`src/sv/lzsd_pkg.sv`:
```
// shared types, constants and helpers of the lz stream decompressor
// no dependencies
package lzsd_pkg;

    localparam int unsigned HIST_AW = 16;
    localparam int unsigned WINDOW  = 1 << HIST_AW;

    localparam logic [31:0] MAGIC       = 32'h57BC0000;
    localparam logic [7:0]  END_TOK0    = 8'h05;
    localparam logic [7:0]  END_TOK1    = 8'hFA;
    localparam logic [16:0] SUM_MODULUS = 17'd65521;

    localparam logic [3:0] ST_RUNNING    = 4'd0;
    localparam logic [3:0] ST_DONE_OK    = 4'd1;
    localparam logic [3:0] ST_BAD_MAGIC  = 4'd2;
    localparam logic [3:0] ST_TOO_LARGE  = 4'd3;
    localparam logic [3:0] ST_OVERRUN    = 4'd4;
    localparam logic [3:0] ST_BEFORE     = 4'd5;
    localparam logic [3:0] ST_BEYOND     = 4'd6;
    localparam logic [3:0] ST_BAD_TOKEN  = 4'd7;
    localparam logic [3:0] ST_LEN_MISM   = 4'd8;
    localparam logic [3:0] ST_SUM_MISM   = 4'd9;

    typedef enum logic [2:0] {
        PH_HEADER,
        PH_TOKEN,
        PH_LITERAL,
        PH_CHECKSUM,
        PH_DONE,
        PH_ERROR
    } phase_t;

    typedef enum logic [1:0] {
        TK_LIT,
        TK_COPY,
        TK_END
    } tok_kind_t;

    // one queued input word
    typedef struct packed {
        logic       drain;
        logic [7:0] data;
    } item_t;

    // decoded step handed from the decoder to the emit stage
    typedef struct packed {
        logic               valid;
        logic               wr;
        logic               copy;
        logic [7:0]         lit;
        logic [HIST_AW-1:0] raddr;
        logic [HIST_AW-1:0] waddr;
        logic               accepted;
        logic               pending;
        logic [3:0]         status;
    } step_t;

    // token length in bytes from its first byte, zero for undefined codes
    function automatic logic [2:0] tok_len(input logic [7:0] b0);
        logic [2:0] n;
        if (b0 >= 8'h80)      n = 3'd2;
        else if (b0 >= 8'h40) n = 3'd3;
        else if (b0 >= 8'h20) n = 3'd1;
        else if (b0 >= 8'h18) n = 3'd4;
        else if (b0 >= 8'h10) n = 3'd5;
        else if (b0 >= 8'h08) n = 3'd2;
        else if (b0 == 8'h07) n = 3'd3;
        else if (b0 == 8'h06) n = 3'd5;
        else if (b0 == 8'h05) n = 3'd2;
        else if (b0 == 8'h04) n = 3'd6;
        else                  n = 3'd0;
        return n;
    endfunction

endpackage

```
`src/sv/lzsd_front.sv`:
```
// input queue: takes stream words and classifies them as stream bytes or drains
// depends on lzsd_pkg
module lzsd_front (
    input  logic          clk,
    input  logic          rst_n,
    input  logic          s_axis_tvalid,
    output logic          s_axis_tready,
    input  logic [7:0]    s_axis_tdata,   // in_byte
    input  logic [0:0]    s_axis_tuser,   // req_type
    input  logic          pop,
    output logic          head_valid,
    output lzsd_pkg::item_t head
);
    import lzsd_pkg::*;

    item_t      q_reg [4];
    logic [1:0] rd_ptr_reg, rd_ptr_next;
    logic [1:0] wr_ptr_reg, wr_ptr_next;
    logic [2:0] cnt_reg, cnt_next;
    logic       push, do_pop;

    assign s_axis_tready = (cnt_reg != 3'd4);
    assign head_valid    = (cnt_reg != 3'd0);
    assign head          = q_reg[rd_ptr_reg];
    assign push          = s_axis_tvalid && s_axis_tready;
    assign do_pop        = pop && head_valid;

    always_comb
    begin
        rd_ptr_next = rd_ptr_reg + 2'(do_pop);
        wr_ptr_next = wr_ptr_reg + 2'(push);
        cnt_next    = cnt_reg + 3'(push) - 3'(do_pop);
    end

    always_ff @(posedge clk or negedge rst_n)
    begin
        if (!rst_n)
        begin
            rd_ptr_reg <= '0;
            wr_ptr_reg <= '0;
            cnt_reg    <= '0;
        end
        else
        begin
            rd_ptr_reg <= rd_ptr_next;
            wr_ptr_reg <= wr_ptr_next;
            cnt_reg    <= cnt_next;
        end
    end

    always_ff @(posedge clk)
    begin
        if (push)
        begin
            q_reg[wr_ptr_reg].drain <= s_axis_tuser[0];
            q_reg[wr_ptr_reg].data  <= s_axis_tdata;
        end
    end

endmodule

```
`config.mk`:
```
export PLATFORM = sky130hd
export DESIGN_NAME = lzsd_front
export DESIGN_NICKNAME = d
export VERILOG_FILES = /design/src/sv/lzsd_pkg.sv /design/src/sv/lzsd_front.sv
export SDC_FILE = /design/constraint.sdc
export NUM_CORES = 1
export LEC_CHECK = 0
export ABC_AREA = 1
export BUFFER_PORTS_ARGS = -buffer_cell sky130_fd_sc_hd__buf_4
export CAP_MARGIN = 20
export CORE_MARGIN = 1.5
export CORE_UTILIZATION = 45
export DETAILED_ROUTE_END_ITERATION = 10
export PLACE_DENSITY_LB_ADDON = 0.25
export RECOVER_POWER = 100
export SKIP_CTS_REPAIR_TIMING = 1
export SLEW_MARGIN = 20
export SYNTH_ARGS = -nofsm -noshare
export SYNTH_HDL_FRONTEND = slang
export SYNTH_SLANG_ARGS = --single-unit
```
`constraint.sdc`:
```
create_clock -name clk -period 4.6 [get_ports clk]
set_input_delay 0.46 -clock clk [delete_from_list [all_inputs] [get_ports clk]]
set_output_delay 0.46 -clock clk [all_outputs]
set_load 0.005 [all_outputs]
```
== Word-level counts from Yosys, hierarchy flattened ==
Memories as Yosys holds them, arrays and structs flattened.
Cells that the tools add are included.

* Add/subtract/negate cells: 4
* Multipliers: 0
* Divide/modulo/power cells: 0
* Order comparisons: 0
* Eq/ne operators: 1
* Shift operators: 0
* Multiplexer cells: 2
* Bitwise gates (word level): 0
* Reductions and logical operators: 3

{| class="wikitable"
|+ Operator list
! cell !! number
|-
| $add A2 B1 Y2 || 2
|-
| $add A3 B1 Y3 || 1
|-
| $ne A3 B3 Y1 const B || 1
|-
| $reduce_bool A3 Y1 || 1
|-
| $sub A3 B1 Y3 || 1
|-
| $logic_and A1 B1 Y1 || 2
|-
| $mux W1 || 2
|}

* Register bits: 7
* Latch bits: 0
* Memory bits (writable): 36
* ROM bits: 0
* Input port bits: 13
* Output and inout port bits: 11
* Word-level logic and storage cells: 14
* Memories kept: 1

{| class="wikitable"
|+ Memories
! memory !! words !! bits a word !! rd ports !! clocked after Yosys merged registers in !! write ports !! RTL line !! source
|-
| q_reg || 4 || 9 || 1 || 0 || 1 || lzsd_front.sv:16 || <nowiki>item_t q_reg [4];</nowiki>
|}

== Logic depth before layout (Yosys ltp) ==
* Depth after elaboration: 4
* Mapped depth: 9
* Mapped depth without buffers: 9

== Worst setup path before layout ==
OpenSTA, ideal clock, no wires.

* Path kind: register to register
* Start: register cnt_reg[1]
* End: memory q_reg[0][0] in the netlist's numbering, enable pin
* Library setup time: 0.387 ns
* Arrival: 1.263 ns
* Data required time: 4.213 ns
* Slack: 2.950 ns
* Stages on the path, launching flop included: 5
* Path buffers: 0
* Clock period less this slack: 1.650 ns
* Cell sequence: dfrtp_1 > nor2_4 > nand2_2 > nand2_2 > nor3_1

* Longest elaborated chain between the ends: 4

{| class="wikitable"
|+ RTL lines
! what !! RTL line !! source
|-
| start: declaration || lzsd_front.sv:19 || <nowiki>logic [2:0] cnt_reg, cnt_next;</nowiki>
|-
| start signal: assignment || lzsd_front.sv:47 || <nowiki>cnt_reg <= cnt_next;</nowiki>
|-
| $ne A3 B3 Y1 || lzsd_front.sv:22 || <nowiki>assign s_axis_tready = (cnt_reg != 3'd4);</nowiki>
|-
| named net s_axis_tready || lzsd_front.sv:7 || <nowiki>output logic s_axis_tready,</nowiki>
|-
| $logic_and A1 B1 Y1 || lzsd_front.sv:25 || <nowiki>assign push = s_axis_tvalid && s_axis_tready;</nowiki>
|-
| $mux W1 || lzsd_front.sv:53 || <nowiki>if (push)</nowiki>
|-
| $mux W1 (not written as such) || lzsd_front.sv:56 || <nowiki>q_reg[wr_ptr_reg].data <= s_axis_tdata;</nowiki>
|-
| end: declaration || lzsd_front.sv:16 ||
|}

The timed path passes the listed nets, and every way through them passes these cells.

==> reports/results.ini <==
[sta]
clock.fmax_mhz=399
final-max-slew-violation-count=10
max_slew_margin_pct=-4.65
hold_violations=0
post-route-min-period_ns=2.50
worst_pin_slew_ns=1.56
rsz0062_at_grt=false
worst_clock_skew_ns=0.00491
tns_ns=0
fin_crit_sh_pct=54.4
setup_viol=0

[synthesis]
synth-seq-cells=43
syn_nets=152
synth_top_area_cell=edfxtp_1
synth_common_cells=36 x edfxtp_1, 27 x nor2_1, 18 x o21ai_1
yosysSeqAreaShare_pct=72.1
synthFlopType=edfxtp_1
synth_cells=136
netlist_area_sq_um=1740
yosys.area.top_type_share_pct=62.1
synth.most_common_cell=edfxtp_1
ys_top_cells_by_area=edfxtp_1 62%, dfrtp_1 10%, nor2_1 5.8%
yosys_warnings=0
avgSynthCellArea_sq_um=12.8
synth_cell_types=23
synthArstFlopShare_pct=16.3
synth-edff-count=36

[routing]
dr.pass1.iters=4
vias_per_cell=5.02
drcViolationCount=0
routed_wl_mm=2.97
ant_nets=0
route.detailed.wl_per_inst_um=13.8
vias=1080
drtIter0Drc=30

[setup_path]
path_class=reg -> out
critPathMaxFanout=22
cp.required_ns=4.14
worstSetupStartpointType=register
reg2reg_to=q_reg[0][5]$_DFFE_PP_
slowest_stage=dfrtp_1
critPathArrivalTime_ns=2.04
end_kind=primary output
crit_path_cell_trace=inv_1, o21ai_0, o21ai_1, buf_4
r2r_cells=4
r2r_slack_ns=2.34
timing.rr.start=cnt_reg[1]$_DFF_PN0_
max_stage_delay_ns=0.77

[grt]
grt_pass1_vias=1082
gr-total-overflow=0
grt_max_degree=23
track_usage_pct=15.9
grt_pass1_wl_mm=5.00
antenna_found_initial=0

[run_status]
status=complete, but fails checks
violations=capacitance limit, slew limit

[hold_path]
holdPathStages=1
hp-class=in -> reg
hold_start=s_axis_tdata[2]
hold_end=q_reg[0][2]$_DFFE_PP_

[clocking]
path_clk_slew_ns=0.07
cts_tree=built
cts_buffer_depth=2
cts-buffers-inserted=5
htreeDepth=2
clk_latency_ns=0.28
cts_num_sinks=43
cts_root_buf=clkbuf_8

[final_layout]
largest_reg_flops=36
layout-drive-gt1-share_pct=13.8
final_nets=182
nFillCells=345
syn_to_final_growth_pct=14.0
diodes=0
fin_cells=215

[placement]
dp_cells=206
gp_congestion=0.724
hpwl_mm=2.04
io_buffers=23

[die]
die_y_um=65.2
die_x_um=65.2
io_pins=24
die-area_sq_um=4250
initial_core_util_pct=47.2
coreArea_sq_um=3690
std_cell_rows=22

[power_and_ir_drop]
power_density_nw_per_um2=618
ir_worst_vdd_mv=0.297
cellLeakagePower_uw=0.000735

[run]
drv_cap=1

[cells by family after synthesis]
kind of cell	count (synthesis)	share of synthesized area [%]
AO/OA/AOI/OAI	28	8.41
XOR/XNOR	2	1.01
adder cells (fa/ha/maj)	3	2.59
buffers and inverters	11	3.66
flip-flops	43	72.1
AND/OR/NAND/NOR	49	12.2
[how the worst max path moves through the flow]
stage               cells past startpoint                     to               startpoint
finish                                  4                head[8]  rd_ptr_reg[0]$_DFF_PN0_
global route                            4                head[2]  rd_ptr_reg[0]$_DFF_PN0_
CTS                                     4                head[5]  rd_ptr_reg[0]$_DFF_PN0_
detailed placement                      4                head[5]  rd_ptr_reg[0]$_DFF_PN0_
global placement                        3  q_reg[0][0]$_DFFE_PP_            s_axis_tvalid
floorplan                               4  q_reg[0][0]$_DFFE_PP_     cnt_reg[1]$_DFF_PN0_
[metrics by stage]
stage          hold WS (ns)  setup WS (ns)  util [%]  total power, uW  area [sq um]
6_report              0.425           2.10      53.8             1230          1990
2_1_floorplan         0.164           2.95         -              884          1740
3_5_place_dp          0.279           2.60      53.3             1060          1970
5_1_grt               0.425           1.85      53.8             1330          1990
3_3_place_gp          0.276           2.46      53.2             1040          1960
4_1_cts             -0.0242           2.30      55.5             1280          2050
[area by class of cell]
type / instances / area (sq um) / share of cell area [%]
multi-input cells: 82 / 404 / 20.4
well taps: 48 / 60.1 / 3.02
inverters: 7 / 28.8 / 1.45
repair buffers: 27 / 156 / 7.88
flip-flops and latches: 43 / 1260 / 63.3
clock buffers: 8 / 80.1 / 4.03
[cells in the final DEF (no fill, tap or decap)]
cell type	count
nand2_2	1
nand2_1	14
fa_1	1
dfrtp_1	7
clkbuf_4	2
o21ai_1	9
xor2_1	1
buf_4	11
nor3_1	4
clkbuf_1	16
clkbuf_8	5
o21ai_2	1
inv_2	2
dlygate4sd3_1	1
xnor2_1	1
inv_1	4
nand4_1	1
nand3_1	1
ha_1	2
nor2_1	28
edfxtp_1	36
inv_4	1
a21boi_0	1
o21ai_0	17
[power by group]
part | internal, uW | switching [uW] | total, uW
Clock | 108 | 110 | 218
Combinational | 180 | 233 | 413
Sequential | 527 | 69.4 | 597
Total | 815 | 412 | 1230
[critical path, delay by kind of cell (launching register included)]
kind,cells,cell delay [ns]
DFF,1,0.77
buffers and inverters,2,0.60
AOI/OAI and AO/OA,2,0.39
[layer usage]
layer / wire length, um / global-route usage (%) / share of wire [%] / vias to the layer above
li1: - / - / - / 534
met1: 1310 / 21.3 / 44 / 512
met2: 1450 / 24.1 / 49 / 25
met3: 124 / 3.77 / 4.2 / 9
met4: 78 / 8.33 / 2.6 / 0
met5: 0 / 0 / 0 / -
Note: power is estimated with default switching activity, not from simulation.
