==> src/sv/lzsd_pkg.sv <==
// shared types, constants and helpers of the lz stream decompressor
// no dependencies
package lzsd_pkg;

    localparam int unsigned HIST_AW = 16;
    localparam int unsigned WINDOW  = 1 << HIST_AW;

    localparam logic [31:0] MAGIC       = 32'h57BC0000;
    localparam logic [7:0]  END_TOK0    = 8'h05;
    localparam logic [7:0]  END_TOK1    = 8'hFA;
    localparam logic [16:0] SUM_MODULUS = 17'd65521;

    localparam logic [3:0] ST_RUNNING    = 4'd0;
    localparam logic [3:0] ST_DONE_OK    = 4'd1;
    localparam logic [3:0] ST_BAD_MAGIC  = 4'd2;
    localparam logic [3:0] ST_TOO_LARGE  = 4'd3;
    localparam logic [3:0] ST_OVERRUN    = 4'd4;
    localparam logic [3:0] ST_BEFORE     = 4'd5;
    localparam logic [3:0] ST_BEYOND     = 4'd6;
    localparam logic [3:0] ST_BAD_TOKEN  = 4'd7;
    localparam logic [3:0] ST_LEN_MISM   = 4'd8;
    localparam logic [3:0] ST_SUM_MISM   = 4'd9;

    typedef enum logic [2:0] {
        PH_HEADER,
        PH_TOKEN,
        PH_LITERAL,
        PH_CHECKSUM,
        PH_DONE,
        PH_ERROR
    } phase_t;

    typedef enum logic [1:0] {
        TK_LIT,
        TK_COPY,
        TK_END
    } tok_kind_t;

    // one queued input word
    typedef struct packed {
        logic       drain;
        logic [7:0] data;
    } item_t;

    // decoded step handed from the decoder to the emit stage
    typedef struct packed {
        logic               valid;
        logic               wr;
        logic               copy;
        logic [7:0]         lit;
        logic [HIST_AW-1:0] raddr;
        logic [HIST_AW-1:0] waddr;
        logic               accepted;
        logic               pending;
        logic [3:0]         status;
    } step_t;

    // token length in bytes from its first byte, zero for undefined codes
    function automatic logic [2:0] tok_len(input logic [7:0] b0);
        logic [2:0] n;
        if (b0 >= 8'h80)      n = 3'd2;
        else if (b0 >= 8'h40) n = 3'd3;
        else if (b0 >= 8'h20) n = 3'd1;
        else if (b0 >= 8'h18) n = 3'd4;
        else if (b0 >= 8'h10) n = 3'd5;
        else if (b0 >= 8'h08) n = 3'd2;
        else if (b0 == 8'h07) n = 3'd3;
        else if (b0 == 8'h06) n = 3'd5;
        else if (b0 == 8'h05) n = 3'd2;
        else if (b0 == 8'h04) n = 3'd6;
        else                  n = 3'd0;
        return n;
    endfunction

endpackage

==> src/sv/lzsd_exec.sv <==
// decoder: header check, token parsing, copy bookkeeping and error state
// depends on lzsd_pkg; adler sums come back from lzsd_emit
module lzsd_exec (
    input  logic            clk,
    input  logic            rst_n,
    input  logic            adv,
    input  logic            head_valid,
    input  lzsd_pkg::item_t head,
    input  logic [31:0]     adler,
    output logic            pop,
    output lzsd_pkg::step_t step
);
    import lzsd_pkg::*;

    phase_t             phase_reg, phase_next;
    logic [3:0]         hdr_cnt_reg, hdr_cnt_next;
    logic [31:0]        exp_len_reg, exp_len_next;
    logic [31:0]        prod_reg, prod_next;
    logic [7:0]         tb_reg [6];
    logic [7:0]         tb_next [6];
    logic [2:0]         tok_cnt_reg, tok_cnt_next;
    logic [16:0]        lit_left_reg, lit_left_next;
    logic [16:0]        copy_left_reg, copy_left_next;
    logic [HIST_AW-1:0] dist_reg, dist_next;
    logic [HIST_AW-1:0] wp_reg, wp_next;
    logic [3:0]         err_reg, err_next;

    logic [7:0]  cur [6];
    logic [7:0]  b;
    logic        fire, live, emit, is_copy, acc;
    logic [2:0]  n;
    tok_kind_t   kind;
    logic [24:0] dist_sel;
    logic [16:0] len_sel;
    logic [7:0]  magic_byte;

    assign fire = adv && head_valid;
    assign pop  = fire;
    assign b    = head.data;
    assign live = (phase_reg != PH_DONE) && (phase_reg != PH_ERROR);

    always_comb
    begin
        for (int k = 0; k < 6; k++)
        begin
            cur[k] = (tok_cnt_reg == 3'(k)) ? b : tb_reg[k];
        end
    end

    always_comb
    begin
        case (hdr_cnt_reg[1:0])
            2'd0:    magic_byte = MAGIC[31:24];
            2'd1:    magic_byte = MAGIC[23:16];
            2'd2:    magic_byte = MAGIC[15:8];
            default: magic_byte = MAGIC[7:0];
        endcase
    end

    // token fields, valid once all of its bytes are in
    always_comb
    begin
        kind     = TK_END;
        dist_sel = '0;
        len_sel  = '0;
        if (cur[0] >= 8'h80)
        begin
            kind = TK_COPY;
            dist_sel = 25'(cur[1]) + 25'd1;
            len_sel  = 17'(cur[0][6:0]) + 17'd1;
        end
        else if (cur[0] >= 8'h40)
        begin
            kind = TK_COPY;
            dist_sel = 25'({cur[0][5:0], cur[1]}) + 25'd1;
            len_sel  = 17'(cur[2]) + 17'd1;
        end
        else if (cur[0] >= 8'h20)
        begin
            kind = TK_LIT;
            len_sel = 17'(cur[0][4:0]) + 17'd1;
        end
        else if (cur[0] >= 8'h18)
        begin
            kind = TK_COPY;
            dist_sel = 25'({cur[0][2:0], cur[1], cur[2]}) + 25'd1;
            len_sel  = 17'(cur[3]) + 17'd1;
        end
        else if (cur[0] >= 8'h10)
        begin
            kind = TK_COPY;
            dist_sel = 25'({cur[0][3:0], cur[1], cur[2]}) + 25'd1;
            len_sel  = 17'({cur[3], cur[4]}) + 17'd1;
        end
        else if (cur[0] >= 8'h08)
        begin
            kind = TK_LIT;
            len_sel = 17'({cur[0][2:0], cur[1]}) + 17'd1;
        end
        else if (cur[0] == 8'h07)
        begin
            kind = TK_LIT;
            len_sel = 17'({cur[1], cur[2]}) + 17'd1;
        end
        else if (cur[0] == 8'h06)
        begin
            kind = TK_COPY;
            dist_sel = 25'({cur[1], cur[2], cur[3]}) + 25'd1;
            len_sel  = 17'(cur[4]) + 17'd1;
        end
        else if (cur[0] == 8'h04)
        begin
            kind = TK_COPY;
            dist_sel = 25'({cur[1], cur[2], cur[3]}) + 25'd1;
            len_sel  = 17'({cur[4], cur[5]}) + 17'd1;
        end
    end

    always_comb
    begin
        phase_next     = phase_reg;
        hdr_cnt_next   = hdr_cnt_reg;
        exp_len_next   = exp_len_reg;
        prod_next      = prod_reg;
        tok_cnt_next   = tok_cnt_reg;
        lit_left_next  = lit_left_reg;
        copy_left_next = copy_left_reg;
        dist_next      = dist_reg;
        wp_next        = wp_reg;
        err_next       = err_reg;
        for (int k = 0; k < 6; k++)
        begin
            tb_next[k] = tb_reg[k];
        end
        emit    = 1'b0;
        is_copy = 1'b0;
        acc     = 1'b0;
        n       = tok_len(cur[0]);

        if (fire && !head.drain && live && copy_left_reg == '0)
        begin
            acc = 1'b1;
            case (phase_reg)
                PH_HEADER:
                begin
                    if (hdr_cnt_reg < 4'd4 && b != magic_byte)
                    begin
                        err_next = ST_BAD_MAGIC;
                        phase_next = PH_ERROR;
                    end
                    else if (hdr_cnt_reg >= 4'd4 && hdr_cnt_reg < 4'd8 && b != 8'd0)
                    begin
                        err_next = ST_TOO_LARGE;
                        phase_next = PH_ERROR;
                    end
                    else
                    begin
                        if (hdr_cnt_reg >= 4'd8 && hdr_cnt_reg < 4'd12)
                        begin
                            exp_len_next = {exp_len_reg[23:0], b};
                        end
                        if (hdr_cnt_reg == 4'd15)
                        begin
                            phase_next = PH_TOKEN;
                            hdr_cnt_next = '0;
                        end
                        else
                        begin
                            hdr_cnt_next = hdr_cnt_reg + 4'd1;
                        end
                    end
                end
                PH_LITERAL:
                begin
                    emit = 1'b1;
                    lit_left_next = lit_left_reg - 17'd1;
                    if (lit_left_reg == 17'd1)
                    begin
                        phase_next = PH_TOKEN;
                    end
                end
                PH_TOKEN:
                begin
                    tb_next[tok_cnt_reg] = b;
                    tok_cnt_next = tok_cnt_reg + 3'd1;
                    if (n == 3'd0)
                    begin
                        err_next = ST_BAD_TOKEN;
                        phase_next = PH_ERROR;
                    end
                    else if (tok_cnt_reg + 3'd1 >= n)
                    begin
                        tok_cnt_next = '0;
                        if (kind == TK_END)
                        begin
                            if (cur[1] != END_TOK1)
                            begin
                                err_next = ST_BAD_TOKEN;
                                phase_next = PH_ERROR;
                            end
                            else if (prod_reg != exp_len_reg)
                            begin
                                err_next = ST_LEN_MISM;
                                phase_next = PH_ERROR;
                            end
                            else
                            begin
                                phase_next = PH_CHECKSUM;
                            end
                        end
                        else if ({1'b0, prod_reg} + 33'(len_sel) > {1'b0, exp_len_reg})
                        begin
                            err_next = ST_OVERRUN;
                            phase_next = PH_ERROR;
                        end
                        else if (kind == TK_LIT)
                        begin
                            lit_left_next = len_sel;
                            phase_next = PH_LITERAL;
                        end
                        else if (32'(dist_sel) > prod_reg)
                        begin
                            err_next = ST_BEFORE;
                            phase_next = PH_ERROR;
                        end
                        else if (dist_sel > 25'(WINDOW))
                        begin
                            err_next = ST_BEYOND;
                            phase_next = PH_ERROR;
                        end
                        else
                        begin
                            copy_left_next = len_sel;
                            dist_next = dist_sel[HIST_AW-1:0];
                        end
                    end
                end
                PH_CHECKSUM:
                begin
                    tb_next[tok_cnt_reg] = b;
                    tok_cnt_next = tok_cnt_reg + 3'd1;
                    if (tok_cnt_reg == 3'd3)
                    begin
                        tok_cnt_next = '0;
                        if ({cur[0], cur[1], cur[2], cur[3]} == adler)
                        begin
                            err_next = ST_DONE_OK;
                            phase_next = PH_DONE;
                        end
                        else
                        begin
                            err_next = ST_SUM_MISM;
                            phase_next = PH_ERROR;
                        end
                    end
                end
                default:
                begin
                    phase_next = phase_reg;
                end
            endcase
            if (phase_next == PH_ERROR)
            begin
                lit_left_next = '0;
                copy_left_next = '0;
            end
        end
        else if (fire && head.drain && live && copy_left_reg != '0)
        begin
            emit = 1'b1;
            is_copy = 1'b1;
            copy_left_next = copy_left_reg - 17'd1;
        end

        if (emit)
        begin
            wp_next = wp_reg + HIST_AW'(1);
            prod_next = prod_reg + 32'd1;
        end
    end

    always_comb
    begin
        step.valid    = fire;
        step.wr       = emit;
        step.copy     = is_copy;
        step.lit      = b;
        step.raddr    = wp_reg - dist_reg;
        step.waddr    = wp_reg;
        step.accepted = acc;
        step.pending  = (copy_left_next != '0);
        step.status   = err_next;
    end

    always_ff @(posedge clk or negedge rst_n)
    begin
        if (!rst_n)
        begin
            phase_reg     <= PH_HEADER;
            hdr_cnt_reg   <= '0;
            exp_len_reg   <= '0;
            prod_reg      <= '0;
            tok_cnt_reg   <= '0;
            lit_left_reg  <= '0;
            copy_left_reg <= '0;
            dist_reg      <= '0;
            wp_reg        <= '0;
            err_reg       <= ST_RUNNING;
            for (int k = 0; k < 6; k++)
            begin
                tb_reg[k] <= '0;
            end
        end
        else
        begin
            phase_reg     <= phase_next;
            hdr_cnt_reg   <= hdr_cnt_next;
            exp_len_reg   <= exp_len_next;
            prod_reg      <= prod_next;
            tok_cnt_reg   <= tok_cnt_next;
            lit_left_reg  <= lit_left_next;
            copy_left_reg <= copy_left_next;
            dist_reg      <= dist_next;
            wp_reg        <= wp_next;
            err_reg       <= err_next;
            for (int k = 0; k < 6; k++)
            begin
                tb_reg[k] <= tb_next[k];
            end
        end
    end

endmodule

==> config.mk <==
export PLATFORM = sky130hd
export DESIGN_NAME = lzsd_exec
export DESIGN_NICKNAME = d
export VERILOG_FILES = /design/src/sv/lzsd_pkg.sv /design/src/sv/lzsd_exec.sv
export SDC_FILE = /design/constraint.sdc
export NUM_CORES = 1
export LEC_CHECK = 0
export BUFFER_PORTS_ARGS = -buffer_cell sky130_fd_sc_hd__buf_2
export CORE_MARGIN = 4
export CORE_UTILIZATION = 48
export CTS_CLUSTER_SIZE = 24
export DETAILED_ROUTE_END_ITERATION = 7
export PLACE_DENSITY_LB_ADDON = 0.12
export SLEW_MARGIN = 20
export SYNTH_ARGS = -nofsm -noshare
export SYNTH_HDL_FRONTEND = slang
export SYNTH_SLANG_ARGS = --single-unit
==> constraint.sdc <==
create_clock -name clk -period 12.2 [get_ports clk]
set_clock_uncertainty 0.2 [all_clocks]
set_input_delay 2.44 -clock clk [delete_from_list [all_inputs] [get_ports clk]]
set_output_delay 2.44 -clock clk [all_outputs]
set_load 0.03 [all_outputs]
# After elaboration in Yosys (flattened, before gate mapping)
# Index checks and enable logic that the tools add are counted.
[word_totals] ff_bits=192 latch_bits=0 ramBits=0 romBits=0 out_inout_bits=50 mem_count=0
[op_classes] n_addsub=22 mul=0 div_mod_pow=0 order_cmp=17 n_eq_ne=28 shift=0 n_mux=107 bitwise_logic=9 n_reduce_logical=32
[ops] op="2-to-1 mux 17 bit" n=26
[ops] op="2-to-1 mux 25 bit" n=9
[ops] op="2-to-1 mux 3 bit" n=28
[ops] op="2-to-1 mux 4 bit" n=15
[ops] op="2-to-1 mux 8 bit" n=7
[ops] op="adder 16 x 1 -> 17 bit, second input constant" n=3
[ops] op="bitwise mux 48 bit" n=1
[ops] op="adder 8 x 1 -> 9 bit, second input constant" n=4
[ops] op="case mux 17 bit (2 select lines)" n=1
[ops] op="nonzero test 17 bit" n=2
[ops] op="subtractor 17 x 1 -> 17 bit, second input constant" n=2
[ops] op="adder 32 x 17 -> 33 bit" n=1
[ops] op="greater-than comparator 33 x 32 -> 1 bit" n=1
[ops] op="adder 32 x 1 -> 32 bit, second input constant" n=1
[ops] op="== test 32 bit" n=1
[ops] op="== test 8 x 3 -> 1 bit, second input constant" n=4
[ops] op="greater-than comparator 25 x 32 -> 1 bit" n=1
[ops] op="!= test 32 bit" n=1
[ops] op="adder 24 x 1 -> 25 bit, second input constant" n=1
[ops] op="greater-than comparator 25 x 17 -> 1 bit, second input constant" n=1
[ops] op="demux 8 bit (select 3 bit)" n=1
[ops] op="adder 20 x 1 -> 21 bit, second input constant" n=1
[ops] op="!= test 3 bit, second input constant" n=7
[ops] op="adder 19 x 1 -> 20 bit, second input constant" n=1
[ops] op="50 further kinds" n=95

# Logic depth before layout (Yosys ltp)
# Gate-level depths: netlist (run 1).
[logic_depth] word_depth=26 ltp_mapped=44 ltp_nobuf=40

# Worst setup path before layout (run 1)
# OpenSTA, ideal clock, no wires.
[synth_path] kind="input to output" from="input port head[1] in the netlist's numbering" to="output port step[4] in the netlist's numbering" arrival_ns=10.572 required_time_ns=9.560 slack_ns=-1.012 cell_stages=37 path_buffers=1 cell_sequence="clkbuf_1 mux2i_1 inv_1 ha_1 and2_1 mux2_2 nor3_1 nand2_2 o22ai_1 o211ai_1 a21oi_1 a221o_1 ha_1 a21o_1 a21oi_1 o21bai_1 a21oi_1 o21bai_1 a21oi_1 o21ai_0 o41ai_1 o211ai_1 o41ai_1 nor3_1 xor2_1 ha_1 nand4_1 or2_2 o31ai_1 o221a_2 o31ai_1 a31oi_1 o21ai_0 o32ai_1 o211ai_2 a41o_1 nand4bb_1"
[synth_lines] item="from (decl)" line="lzsd_exec.sv:8" text="input lzsd_pkg::item_t head,"
[synth_lines] item="to (decl)" line="lzsd_exec.sv:11" text="output lzsd_pkg::step_t step"

==> flow_metrics.tcl, run 1 <==
set metrics [dict create \
    die_w_um 200 \
    ys_ff_latch 192 \
    antenna_found_initial 0 \
    min_path_type "reg -> reg" \
    rsz0062_at_grt "true" \
    hold_viol 0 \
    endpoint_kind "output pin" \
    netlist_area_um2 17700 \
    grt_pass1_wl_mm 104 \
    root_buffer "clkbuf_16" \
    syn_to_final_growth_pct 24.5 \
    hold_start "dist_reg[2]" \
    dpl.cell_count 2890 \
    min_period_ns 12.18 \
    p_per_area_nw_per_um2 236 \
    worst_slack_ns 0.0208 \
    synth_enable_flop_cells 0 \
    pre_cts_slack_ns -0.483 \
    die_area_um2 40000 \
    ys_types 110 \
    cpPeakStageDelay_ns 0.51 \
    ff2ff_path_depth 44 \
    maxCapViolCount 0 \
    crit_fanout 6 \
    critPathKind "in -> out" \
    arrival_ns 9.54 \
    port_buffers 94 \
    power.leakage_nw 10.1 \
    final_util_pct 60.4 \
    htree_levels 4 \
    hold_end "dist_reg[2]" \
    reg2reg_from "tok_cnt_reg[1]" \
    most-common-layout-cells "352 x buf_4, 217 x nand2_1, 192 x dfrtp_1" \
    vias_per_cell 6.03 \
    path_delay_family "compound AO/OA/AOI/OAI gates" \
    coreArea_um2 36400 \
    ir_drop_v 0.000165 \
    drive_gt1_share_pct 27.9 \
    wl_per_cell_um 23.7 \
    final_antenna_net_count 0 \
    min_period_over_period_pct 99.8 \
    syn_area_per_cell_um2 8.41 \
    clk_pin_slew_ns 0.08 \
    place_hpwl_mm 56.0 \
    grt_pass1_vias 17000 \
    cpMaxStageDelayCell "or4b_4" \
    ys_seq_area_share_pct 27.2 \
    fmax_ghz 0.0821 \
    place_congestion 1.03 \
    critPathLaunchType "primary input" \
    finalMaxSlewViolations 0 \
    clock_latency_ns 0.50 \
    worstMarginPinSlew_ns 1.19 \
    timing.rr.end "lit_left_reg[1]" \
    die_y_um 200 \
    grt-ovfl-total 0 \
    wl_mm 69.9 \
    n_antenna_cell 0 \
    drt_pass1_iterations 6 \
    crit_required_ns 9.56 \
    fin_cells 2955 \
    drc 0 \
    hold_path_depth 2 \
    crit_buf_inv 5 \
    holdBufCountCts 0 \
    grt_max_degree 70 \
    row_count 70 \
    pin_count 95 \
    yosysWarnings 0 \
    largest_reg_flops 48 \
    relSlewSlack_pct 19.7 \
    status "completed" \
    cts_tree "built" \
    initial_core_util_pct 48.5 \
    setup-violations-final 0 \
    synth_cells 2103 \
    fin_nets 2641 \
    ys.flop_type "dfrtp_1" \
    vias 17800 \
    finalSetupTns_ns 0 \
    drt_iter0_markers 1409 \
    clock_path_buffers 2 \
    rrSetupSlack_ns 2.87 \
    synth_nets 2270 \
    async_reset_ff_share_pct 100 \
    path_common_cell "buf_6" \
    track_usage_pct 34.2 \
    final_common_cell "buf_4" \
    numCtsBuffers 17 \
    numClockSinks 192 \
]
==> metal layers <==
metal / up-vias / wire length [µm] / global-route usage, %
met2: 703 / 32600 / 55.9
met5: - / 0 / 0
li1: 8314 / - / -
met1: 8633 / 29300 / 45.1
met3: 164 / 4440 / 4.95
met4: 0 / 3580 / 15.7
==> worst register-to-register path: cells and delay by family (launching register included) <==
| kind | cells | cell delay [ns] |
|---|---|---|
| AOI/OAI and AO/OA | 18 | 3.68 |
| buffers and inverters | 12 | 1.97 |
| and+or+nand+nor | 9 | 1.41 |
| DFF | 1 | 0.52 |
| xor gates and xnor gates | 1 | 0.15 |
| muxes | 1 | 0.35 |
| adders and majority gates | 3 | 1.04 |
==> how the worst max path moves through the flow <==
stage            start       to  cells past startpoint
2_1_floorplan  head[1]  step[4]                     37
3_3_place_gp   head[1]  step[4]                     40
3_5_place_dp   head[1]  step[4]                     40
4_1_cts        head[7]  step[4]                     38
5_1_grt        head[7]  step[4]                     38
6_report       head[7]  step[4]                     38
==> Yosys cell counts (7+ instances only) <==
| master | number | share of area (%) |
|---|---|---|
| xor2_1 | 80 | 4.0 |
| nor4_1 | 30 | 1.1 |
| nor3_1 | 58 | 1.6 |
| and2_1 | 12 | 0.42 |
| xnor2_1 | 136 | 6.7 |
| a32o_1 | 10 | 0.57 |
| o21ai_0 | 132 | 3.7 |
| nand2b_1 | 16 | 0.57 |
| a21oi_1 | 78 | 2.2 |
| a31oi_1 | 16 | 0.57 |
| o22ai_1 | 24 | 0.85 |
| and3_1 | 13 | 0.46 |
| nor2_1 | 143 | 3.0 |
| dfrtp_1 | 192 | 27 |
| nand2_1 | 218 | 4.6 |
| buf_6 | 8 | 0.51 |
| or4_1 | 11 | 0.47 |
| a22oi_1 | 10 | 0.42 |
| a211o_1 | 7 | 0.35 |
| nor2b_1 | 19 | 0.67 |
| a21o_1 | 26 | 1.1 |
| a211oi_1 | 17 | 0.72 |
| buf_4 | 15 | 0.64 |
| ha_1 | 120 | 8.5 |
| mux2i_1 | 51 | 2.9 |
| o221ai_1 | 9 | 0.45 |
| a21boi_0 | 15 | 0.64 |
| o31ai_1 | 7 | 0.30 |
| buf_2 | 14 | 0.40 |
| clkbuf_1 | 55 | 1.2 |
| o21ai_1 | 13 | 0.37 |
| mux2_2 | 74 | 4.7 |
| inv_1 | 137 | 2.9 |
| o211ai_1 | 14 | 0.59 |
| nor3b_1 | 8 | 0.34 |
| or3_1 | 24 | 0.85 |
| nand3_1 | 78 | 2.2 |
| nand4_1 | 53 | 1.9 |
==> kinds of logic (layout without fill, tap and decap cells) <==
kind of cell / Yosys count / count (layout) / share of synthesized area, %
and+or+nand+nor: 740 / 740 / 21.5
AOI/OAI and AO/OA: 461 / 461 / 17.3
buffers and inverters: 236 / 620 / 6.01
xor gates and xnor gates: 216 / 216 / 10.7
DFF: 192 / 192 / 27.2
muxes: 136 / 136 / 8.60
adders and majority gates: 122 / 122 / 8.72
==> power breakdown <==
part	switching (W)	internal (W)	leakage, nW	total [W]
Sequential	0.000136	0.000735	2.46	0.000871
Clock	0.000301	0.000312	0.300	0.000613
Combinational	0.00211	0.00160	7.31	0.00370
==> metrics by stage <==
stage | hold WS [ns] | area [µm²] | total power, W
3_3_place_gp | 0.271 | 20700 | 0.00424
2_1_floorplan | 0.254 | 17800 | 0.00273
4_1_cts | 0.295 | 21700 | 0.00500
3_5_place_dp | 0.277 | 20700 | 0.00427
6_report | 0.290 | 22000 | 0.00519
5_1_grt | 0.338 | 22000 | 0.00545
==> final cells by class <==
class / instances / area, µm²
inverter: 139 / 527
sequential: 192 / 4800
tap: 468 / 586
clock inverter: 15 / 199
fill: 3333 / 14400
multi-input combinational: 1675 / 12300
clock buffer: 17 / 425
timing repair buffer: 449 / 3200
==> what timing repair did <==
action | CTS | global route
buffers inserted | 26 | 9
gates resized for setup | 35 | 59
endpoints found under the setup margin | 5 | 5
pin swaps | 40 | 41
(Power assumes the default switching activity.)
==> run 2: changes to the inputs <==
==> constraint.sdc (replaced) <==
create_clock -name clk -period 12.2 [get_ports clk]
set_clock_uncertainty 0.2 [all_clocks]
set_input_delay 0 -clock clk [delete_from_list [all_inputs] [get_ports clk]]
set_output_delay 0 -clock clk [all_outputs]
set_load 0.03 [all_outputs]
==> run 2 against run 1 <==
Wire length down 6.6%. Sequential share of layout area up 3.2 points. Utilization shrank 7.7 points. Design area fell by 13%. Critical endpoint unchanged. Largest cell class unchanged. Largest power group unchanged. Highest routed layer unchanged.
==> flow_metrics.tcl, run 2 (synthesized netlist as in run 1, its figures left out) <==
set metrics [dict create \
    status "completed" \
    grt_max_degree 69 \
    nFillCells 3457 \
    vias 16500 \
    place_congestion 1.08 \
    numClockSinks 192 \
    cpMaxStageDelayCell "dfrtp_1" \
    largest_reg_flops 48 \
    finalMaxSlewViolations 0 \
    n_antenna_cell 0 \
    critPathKind "reg -> out" \
    drt_pass1_iterations 6 \
    cpPeakStageDelay_ns 0.50 \
    numCtsBuffers 17 \
    min_path_type "in -> reg" \
    pin_count 95 \
    p_per_area_nw_per_um2 223 \
    hold_path_depth 2 \
    maxCapViolCount 0 \
    coreArea_um2 36400 \
    timing.rr.end "lit_left_reg[5]" \
    setup-violations-final 0 \
    htree_levels 4 \
    fin_nets 2328 \
    arrival_ns 11.06 \
    worstMarginPinSlew_ns 1.18 \
    ir_drop_v 0.000193 \
    grt_pass1_vias 15700 \
    grt_pass1_wl_mm 98.2 \
    rsz0062_at_grt "false" \
    antenna_found_initial 1 \
    crit_required_ns 12.00 \
    hold_viol 0 \
    initial_core_util_pct 48.5 \
    root_buffer "clkbuf_16" \
    hold_end "tb_reg[36]" \
    clock_latency_ns 0.48 \
    port_buffers 94 \
    clk_pin_slew_ns 0.08 \
    syn_to_final_growth_pct 8.57 \
    whs_ns 0.0520 \
    place_hpwl_mm 51.4 \
    path_common_cell "a21oi_1" \
    p_total_w 0.00429 \
    final_antenna_net_count 0 \
    vias_per_cell 6.24 \
    postCtsSetupRepairBufs 0 \
    reg2reg_from "tok_cnt_reg[0]" \
    power.leakage_nw 8.44 \
    min_period_over_period_pct 92.3 \
    endpoint_kind "output pin" \
    critPathLaunchType "register" \
    track_usage_pct 32.6 \
    cts_tree "built" \
    ff2ff_path_depth 41 \
    finalSetupTns_ns 0 \
    min_period_ns 11.26 \
    wl_mm 65.3 \
    die_w_um 200 \
    fmax_ghz 0.0888 \
    most-common-layout-cells "218 x nand2_1, 192 x dfrtp_1, 142 x nor2_1" \
    wl_per_cell_um 24.7 \
    drt_iter0_markers 1545 \
    worst_slack_ns 0.939 \
    drive_gt1_share_pct 13.8 \
    grt-ovfl-total 0 \
    clock_path_buffers 2 \
    drc 0 \
    relSlewSlack_pct 20.7 \
    pre_cts_slack_ns 1.46 \
    final_common_cell "nand2_1" \
    die_y_um 200 \
    crit_fanout 13 \
    die_area_um2 40000 \
    row_count 70 \
    hold_start "head[4]" \
    rrSetupSlack_ns 1.44 \
]
[run 2: critical path, delay by kind of cell (launching register included)]
kind	cells	cell delay, ns
compound gates	23	5.07
xor+xnor	1	0.15
fa+ha+maj	4	1.42
buf+inv	5	1.05
flops	1	0.50
mux	2	0.81
simple gates	7	1.58
[run 2: worst max-delay path by stage]
| stage | start | to | slack, ns | depth (start not counted) |
|---|---|---|---|---|
| after CTS | tok_cnt_reg[0] | step[4] | 0.83 | 42 |
| after detailed placement | tok_cnt_reg[0] | step[4] | 1.46 | 42 |
| after floorplan | tok_cnt_reg[0] | step[4] | 2.54 | 42 |
| after global placement | tok_cnt_reg[0] | step[4] | 1.76 | 42 |
| final | tok_cnt_reg[0] | step[4] | 0.94 | 42 |
| after global routing | tok_cnt_reg[0] | step[4] | 0.07 | 43 |
[run 2: timing repair]
action | 4_1_cts | 5_1_grt
endpoints found under the setup margin | 0 | 1
hold endpoints to repair | 90 | 0
hold buffers | 10 | 0
gates resized for setup | 0 | 1
[run 2: report_power, final]
group / internal (W) / total (W) / switching, W
Combinational: 0.000991 / 0.00282 / 0.00183
Sequential: 0.000735 / 0.000861 / 0.000126
Clock: 0.000316 / 0.000605 / 0.000289
Total: 0.00204 / 0.00429 / 0.00225
[run 2: area by class of cell]
class                           count  area [µm²]  area share, %
Multi-Input combinational cell   1675       11800           61.6
Clock buffer                       19         443           2.31
Timing Repair Buffer              136         837           4.36
Tap cell                          468         586           3.05
Clock inverter                     13         175          0.912
Sequential cell                   192        4800           25.0
Inverter                          139         527           2.74
[run 2: per-layer routing]
layer | up-vias | wire [µm] | part of all wire, % | GRT usage, %
met5 | - | 0 | 0 | 0
met4 | 0 | 3280 | 5.0 | 14.8
met3 | 141 | 3740 | 5.7 | 4.48
met2 | 661 | 29900 | 46 | 52.4
met1 | 7984 | 28300 | 43 | 43.8
li1 | 7697 | - | - | -
[run 2: metrics by stage]
stage               util, %  area [µm²]  cells
floorplan                 -       17700   2103
global placement       50.7       18500   2600
detailed placement     50.7       18500   2600
CTS                    52.7       19200   2642
global route           52.7       19200   2642
finish                 52.7       19200   2642
